--- src/design/bmps_pkg.sv ---
package bmps_pkg;

	// Bitmap word geometry
	localparam int WORD_WIDTH = 64;
	localparam int IN_W       = 64;
	localparam int IDX_W      = $clog2(WORD_WIDTH);

	// Result field widths
	localparam int POS_W  = 48;
	localparam int DIST_W = 4;

	// One step of the lowest-set-bit unit
	typedef struct packed {
		logic [WORD_WIDTH-1:0] rest;
		logic [IDX_W-1:0]      idx;
		logic                  last;
	} bmps_scan_t;

endpackage

--- src/design/bitmap_match_position_scanner.sv ---
// The first result of a nonzero word passes through the word register and then the output register.
// A nonzero word holds the scanner, which takes no new word, until its last set bit is reported;
// a zero word does not hold it. One shared lowest-set-bit unit reports one bit per cycle while the output is free.
// A full output register stalls the scan until the result is taken.
// Reset (arst_n low, asynchronous): max_distance, base position and stream index go to 0,
// no word is held and no result is pending.
module bitmap_match_position_scanner (
	input  logic                          clk,
	input  logic                          arst_n,
	input  logic                          cfg_valid,
	output logic                          cfg_ready,
	input  logic [bmps_pkg::DIST_W-1:0]   max_distance,
	input  logic                          in_valid,
	output logic                          in_ready,
	input  logic [bmps_pkg::IN_W-1:0]     match_word,
	output logic                          out_valid,
	input  logic                          out_ready,
	output logic [bmps_pkg::POS_W-1:0]    position,
	output logic [bmps_pkg::DIST_W-1:0]   distance,
	output logic                          last
);
	import bmps_pkg::*;

	logic [DIST_W-1:0]     max_dist_q;
	logic [POS_W-1:0]      base_q;
	logic [DIST_W-1:0]     stream_q;
	logic                  busy_q;
	logic                  out_valid_q;
	logic [WORD_WIDTH-1:0] word_q;
	logic [POS_W-1:0]      scan_base_q;
	logic [DIST_W-1:0]     scan_dist_q;
	logic [POS_W-1:0]      position_q;
	logic [DIST_W-1:0]     distance_q;
	logic                  last_q;

	logic [WORD_WIDTH-1:0] in_word;
	logic                  in_fire;
	logic                  emit;
	bmps_scan_t            scan;

	assign in_word = match_word[WORD_WIDTH-1:0];
	assign in_fire = in_valid && !busy_q;
	assign emit    = busy_q && (!out_valid_q || out_ready);

	bmps_lsb_unit u_lsb (
		.word (word_q),
		.scan (scan)
	);

	// Hold the distance register
	always_ff @(posedge clk or negedge arst_n) begin
		if (!arst_n) begin
			max_dist_q <= '0;
		end else if (cfg_valid) begin
			max_dist_q <= max_distance;
		end
	end

	// Advance the stream index on every word; past max_distance wrap it to 0 and advance the base position
	always_ff @(posedge clk or negedge arst_n) begin
		if (!arst_n) begin
			base_q   <= '0;
			stream_q <= '0;
		end else if (in_fire) begin
			if (stream_q >= max_dist_q) begin
				stream_q <= '0;
				base_q   <= base_q + POS_W'(WORD_WIDTH);
			end else begin
				stream_q <= stream_q + DIST_W'(1);
			end
		end
	end

	// Track the scan: busy from a nonzero word until its last bit is out
	always_ff @(posedge clk or negedge arst_n) begin
		if (!arst_n) begin
			busy_q      <= 1'b0;
			out_valid_q <= 1'b0;
		end else begin
			if (in_fire) begin
				busy_q <= (in_word != '0);
			end else if (emit && scan.last) begin
				busy_q <= 1'b0;
			end
			if (emit) begin
				out_valid_q <= 1'b1;
			end else if (out_ready) begin
				out_valid_q <= 1'b0;
			end
		end
	end

	// Load the word on accept, drop one bit per reported result
	always_ff @(posedge clk) begin
		if (in_fire) begin
			word_q      <= in_word;
			scan_base_q <= base_q;
			scan_dist_q <= stream_q;
		end else if (emit) begin
			word_q <= scan.rest;
		end
	end

	// Fill the output register
	always_ff @(posedge clk) begin
		if (emit) begin
			position_q <= scan_base_q + POS_W'(scan.idx);
			distance_q <= scan_dist_q;
			last_q     <= scan.last;
		end
	end

	assign cfg_ready = 1'b1;
	assign in_ready  = !busy_q;
	assign out_valid = out_valid_q;
	assign position  = position_q;
	assign distance  = distance_q;
	assign last      = last_q;

endmodule

--- src/design/bmps_lsb_unit.sv ---
module bmps_lsb_unit (
	input  logic [bmps_pkg::WORD_WIDTH-1:0] word,
	output bmps_pkg::bmps_scan_t            scan
);
	import bmps_pkg::*;

	logic [WORD_WIDTH-1:0] lowest;
	logic [WORD_WIDTH-1:0] rest;
	logic [IDX_W-1:0]      idx;

	// Isolate the lowest set bit and clear it from the word
	assign lowest = word & (~word + WORD_WIDTH'(1));
	assign rest   = word & (word - WORD_WIDTH'(1));

	// Encode the one-hot lowest bit into its index
	always_comb begin
		idx = '0;
		for (int i = 0; i < WORD_WIDTH; i++) begin
			if (lowest[i]) begin
				idx = idx | IDX_W'(i);
			end
		end
	end

	assign scan.rest = rest;
	assign scan.idx  = idx;
	assign scan.last = (rest == '0);

endmodule

--- config.mk ---
export PLATFORM = sky130hd
export DESIGN_NAME = bitmap_match_position_scanner
export DESIGN_NICKNAME = d
export VERILOG_FILES = /design/src/design/bmps_pkg.sv /design/src/design/bitmap_match_position_scanner.sv /design/src/design/bmps_lsb_unit.sv
export SDC_FILE = /design/constraint.sdc
export NUM_CORES = 1
export LEC_CHECK = 0
export BUFFER_PORTS_ARGS = -buffer_cell sky130_fd_sc_hd__buf_2
export CORE_MARGIN = 2
export CORE_UTILIZATION = 63
export DETAILED_ROUTE_END_ITERATION = 7
export PLACE_DENSITY_LB_ADDON = 0.3
export REMOVE_ABC_BUFFERS = 1
export SLEW_MARGIN = 20
export SYNTH_ARGS = -nofsm -noshare
export SYNTH_HDL_FRONTEND = slang
export SYNTH_HIERARCHICAL = 1
export SYNTH_SLANG_ARGS = --single-unit
--- constraint.sdc ---
create_clock -name clk -period 6.8 [get_ports clk]
set_input_delay 1.02 -clock clk [delete_from_list [all_inputs] [get_ports clk]]
set_output_delay 1.02 -clock clk [all_outputs]
set_load 0.03 [all_outputs]
==> flow_results.org <==
** Synth
- The most used flip-flop cell after synthesis is sky130_fd_sc_hd__edfxtp_1.
- Of the total synthesized cell area, the portion taken by XOR and XNOR cells is 0.0342.
- Largest family of logic cells by synthesized area :: simple AND/OR/NAND/NOR gates
- Post-synth top area share :: 0.466
- After synthesis, the mean cell area works out to 10.6 µm².
- Area share of and/or/nand/nor cells after synthesis :: 0.246
- Largest area contributor in the synthesized netlist :: sky130_fd_sc_hd__edfxtp_1
- Multiplexer area fraction after synthesis :: 0.00215
- In the synthesized netlist the async set-or-reset flop fraction comes to 0.242.
- Share of the synthesized area in compound gates (AO/OA/AOI/OAI) :: 0.0820
- Number of enable-type register cells in the synthesized netlist :: 163
- After synthesis the cells add up to 0.0105 mm².
- Number of distinct library cells after synthesis :: 76
- Number of flip-flops and latches in the synthesized netlist :: 215
- For this run, the register share of the synthesized area comes to 0.591.
- Adder and majority gate portion of the synthesized area :: 0.00906
- Area contributors post-synth :: sky130_fd_sc_hd__edfxtp_1 47%, sky130_fd_sc_hd__dfrtp_1 12%, sky130_fd_sc_hd__nand2_1 8.2%
- In the synthesized netlist, the number of instances is 988.
- Leading cell types by count after synthesis :: 229 x sky130_fd_sc_hd__nand2_1, 163 x sky130_fd_sc_hd__edfxtp_1, 53 x sky130_fd_sc_hd__nor2_1, 52 x sky130_fd_sc_hd__dfrtp_1, 44 x sky130_fd_sc_hd__inv_1
- Yosys instantiated no cell more often than sky130_fd_sc_hd__nand2_1.
- For this run, the number of Yosys warnings is 6.

** Clock network
- Clock buffer count from CTS :: 23
- Maximum buffer depth of the clock tree :: 3
- CTS built an H-tree with a depth of 1.
- TritonCTS clock tree :: yes
- Clock-pin slew reported for the worst setup and hold paths after clock tree synthesis :: 60 ps
- Post-CTS Repair Setup Buffers :: 0
- Clock latency at the later pin of the worst-skew pair :: 530 ps
- The tree is rooted in a sky130_fd_sc_hd__clkbuf_16.
- After clock tree synthesis, the flow added hold-fix buffers numbering 0.
- After clock tree synthesis, the repair step resized 0 gates.
- Clock tree synthesis found a total of 215 sinks.

** GRT
- Antenna violations before repair :: 3
- Via count of the first global-routing pass :: 7986
- Largest net degree at the start of global routing :: 76
- In the global route stage, overall resource usage came out at 0.302.
- The first global-routing pass estimated 42100 µm of wire.
- The total overflow left after global routing is 0.

** Floorplanning
- Effective utilization at floorplan :: 0.640
- The floorplan step set the die width to 133 µm.
- The floorplan has 47 rows.
- In this run the standard cell core region covers 0.0164 mm².
- IO Pins :: 129
- Measured along the y axis, the die boundary spans 133 µm.
- DIE AREA :: 0.0177 mm²

** Cells and area
- Of the cells placed in the final design, the portion with a size suffix greater than 1 is 0.175.
- Once layout is complete, the utilization of the core stands at 0.734.
- Number of nets in the final layout :: 1187
- Area Growth Syn to Fin :: 14.8%

** Route
- DRC :: 0
- After detailed routing, the number of vias per cell comes to 6.17.
- The final layout contains routed wiring with a total length of 26900 µm.
- Once detail routing completed, the nets flagged for antenna violations numbered 0.
- Initial DRC count :: 719
- Dividing the detail-routed wire length by the instance count gives 20.0 µm.
- Detailed-route via count :: 8311
- First-pass DRT Iterations :: 5

** Run
- Number of violations of the max-capacitance limit :: 0

** Pwr
- IR analysis of the VDD net gives a maximum drop of 0.218 mV.
- Pwr Density :: 287 mW/mm²
- Of the total power, combinational logic draws 0.143.
- The share of total power dissipated in sequential elements is 0.497.
- Part of the power in the clock network :: 0.360
- Of the total power, the share spent switching nets is 0.283.
- In this run the static leakage power is 4.95 nW.
- P_sw :: 977 µW
- The internal portion of the total power is 2.48 mW.

** STA
- Setup repair after global routing left no endpoint under its margin.
- Transition time at the pin with the least slew margin :: 1060 ps
- For this run, the top clock speed supported by timing is 239 MHz.
- Setup violations, final :: 0
- The worst path needs 4190 ps of the cycle, external delays included.
- Of the available clock period, the critical path in the final layout requires 0.616.
- Setup TNS :: 0 ps
- Final hold violation count :: 0
- The worst pin sits at a relative slew slack of 0.289.
- Number of max-slew violations in the final report :: 0
- Clock tree skew after final layout :: 11.8 ps

** Critical path
- Flop-to-flop setup slack :: 2610 ps
- The worst setup path is launched from a register.
- Kind of end point of the critical path :: register
- Arrival time of the worst setup path :: 4550 ps
- CP required :: 7160 ps
- Critical path type :: reg2reg
- Largest driver fanout on the critical path :: 15

** Placement
- Port buffer count :: 127
- HPWL Detailed :: 18800 µm
- Weighted congestion reported at the end of routability-driven placement :: 0.962

** Run status
- The run finished with clean final reports.

** Hold path
- The worst hold path belongs to the class reg2reg.
## final timing paths
check | start | end | cells after the start
max | word_q[14] | busy_q | 10
min | scan_dist_q[1] | distance[1] | 0
max reg2reg | word_q[14] | busy_q | 10
min reg2reg | scan_dist_q[1] | distance[1] | 0
max in group asynchronous | arst_n | base_q[8] | 2
min in group asynchronous | arst_n | out_valid | 2
## cell type report
class                      count  area, µm²
sequential                   215       6200
fill                        1136       4360
multi-input combinational    688       3950
timing repair buffer         135        699
clock buffer                  32        629
tap                          220        275
inverter                      45        171
clock inverter                10        121
antenna                        1       2.50
## flip-flops by register name, summed over array words and instances (netlist names)
signal / flops
out_valid: 1
base_q: 42
stream_q: 4
word_q: 64
busy_q: 1
last: 1
distance: 4
scan_base_q: 42
position: 48
scan_dist_q: 4
max_dist_q: 4
## logic make-up (layout without fill, tap and decap cells)
logic type      after synthesis  in the layout
compound gates              120            120
xor+xnor                     41             41
simple gates                515            515
other cells                   2              3
buf+inv                      85            222
mux                           2              2
flops                       215            215
fa+ha+maj                     8              8
## routing by layer
layer / share of wire / vias up / track usage
met3: 0.068 / 67 / 0.0506
met1: 0.41 / 4001 / 0.399
met5: 0.00089 / - / 0
met4: 0.032 / 4 / 0.0920
met2: 0.49 / 378 / 0.518
li1: - / 3861 / -
## metrics by stage
step	setup WS [ps]	cells	cell area [µm²]	power, mW	hold WS [ps]
3_3_place_gp	2440	1302	11300	2.21	401
5_1_grt	2370	1345	12000	3.57	420
3_5_place_dp	2380	1302	11300	2.22	405
2_1_floorplan	429	948	10300	2.03	400
4_1_cts	2380	1344	12000	3.45	414
6_report	2610	1346	12000	3.45	417
## power groups by stage
stage	Sequential [mW]	Combinational, mW	Clock, mW
floorplan	1.74	0.292	0
global placement	1.73	0.475	0
detailed placement	1.73	0.487	0
CTS	1.71	0.488	1.25
global route	1.73	0.549	1.30
finish	1.72	0.495	1.24
## critical path, cell delays in order (launching register included)
cell	delay (ps)
sky130_fd_sc_hd__edfxtp_1	460
sky130_fd_sc_hd__nor4_1	580
sky130_fd_sc_hd__nand4_1	700
sky130_fd_sc_hd__or4_1	980
sky130_fd_sc_hd__o21a_4	310
sky130_fd_sc_hd__a2111oi_2	290
sky130_fd_sc_hd__nand4_1	190
sky130_fd_sc_hd__and4b_1	330
sky130_fd_sc_hd__nand2_1	70
sky130_fd_sc_hd__nand2_1	60
sky130_fd_sc_hd__o21ai_0	70
## layout by cell type, fill, tap and decap left out, types with 4 or more instances in the layout
master	count
sky130_fd_sc_hd__nand3_1	30
sky130_fd_sc_hd__inv_1	44
sky130_fd_sc_hd__a31oi_1	10
sky130_fd_sc_hd__buf_2	127
sky130_fd_sc_hd__edfxtp_1	163
sky130_fd_sc_hd__or3_1	10
sky130_fd_sc_hd__a211oi_1	5
sky130_fd_sc_hd__and4_1	7
sky130_fd_sc_hd__o31a_1	8
sky130_fd_sc_hd__nand4_1	40
sky130_fd_sc_hd__or4_1	8
sky130_fd_sc_hd__o21a_1	6
sky130_fd_sc_hd__nor2_1	53
sky130_fd_sc_hd__o31ai_1	7
sky130_fd_sc_hd__o21ai_0	23
sky130_fd_sc_hd__xnor2_1	32
sky130_fd_sc_hd__clkinv_2	5
sky130_fd_sc_hd__nor2b_1	6
sky130_fd_sc_hd__nor4_1	41
sky130_fd_sc_hd__and3_1	16
sky130_fd_sc_hd__dfrtp_1	52
sky130_fd_sc_hd__a21oi_1	17
sky130_fd_sc_hd__or2_2	4
sky130_fd_sc_hd__nor3_1	23
sky130_fd_sc_hd__nand2_1	228
sky130_fd_sc_hd__xor2_1	9
sky130_fd_sc_hd__clkbuf_1	7
sky130_fd_sc_hd__ha_1	6
sky130_fd_sc_hd__a21boi_0	8
sky130_fd_sc_hd__and2_1	19
sky130_fd_sc_hd__clkbuf_16	23
sky130_fd_sc_hd__buf_4	7
Note: power is estimated with default switching activity, not from simulation.
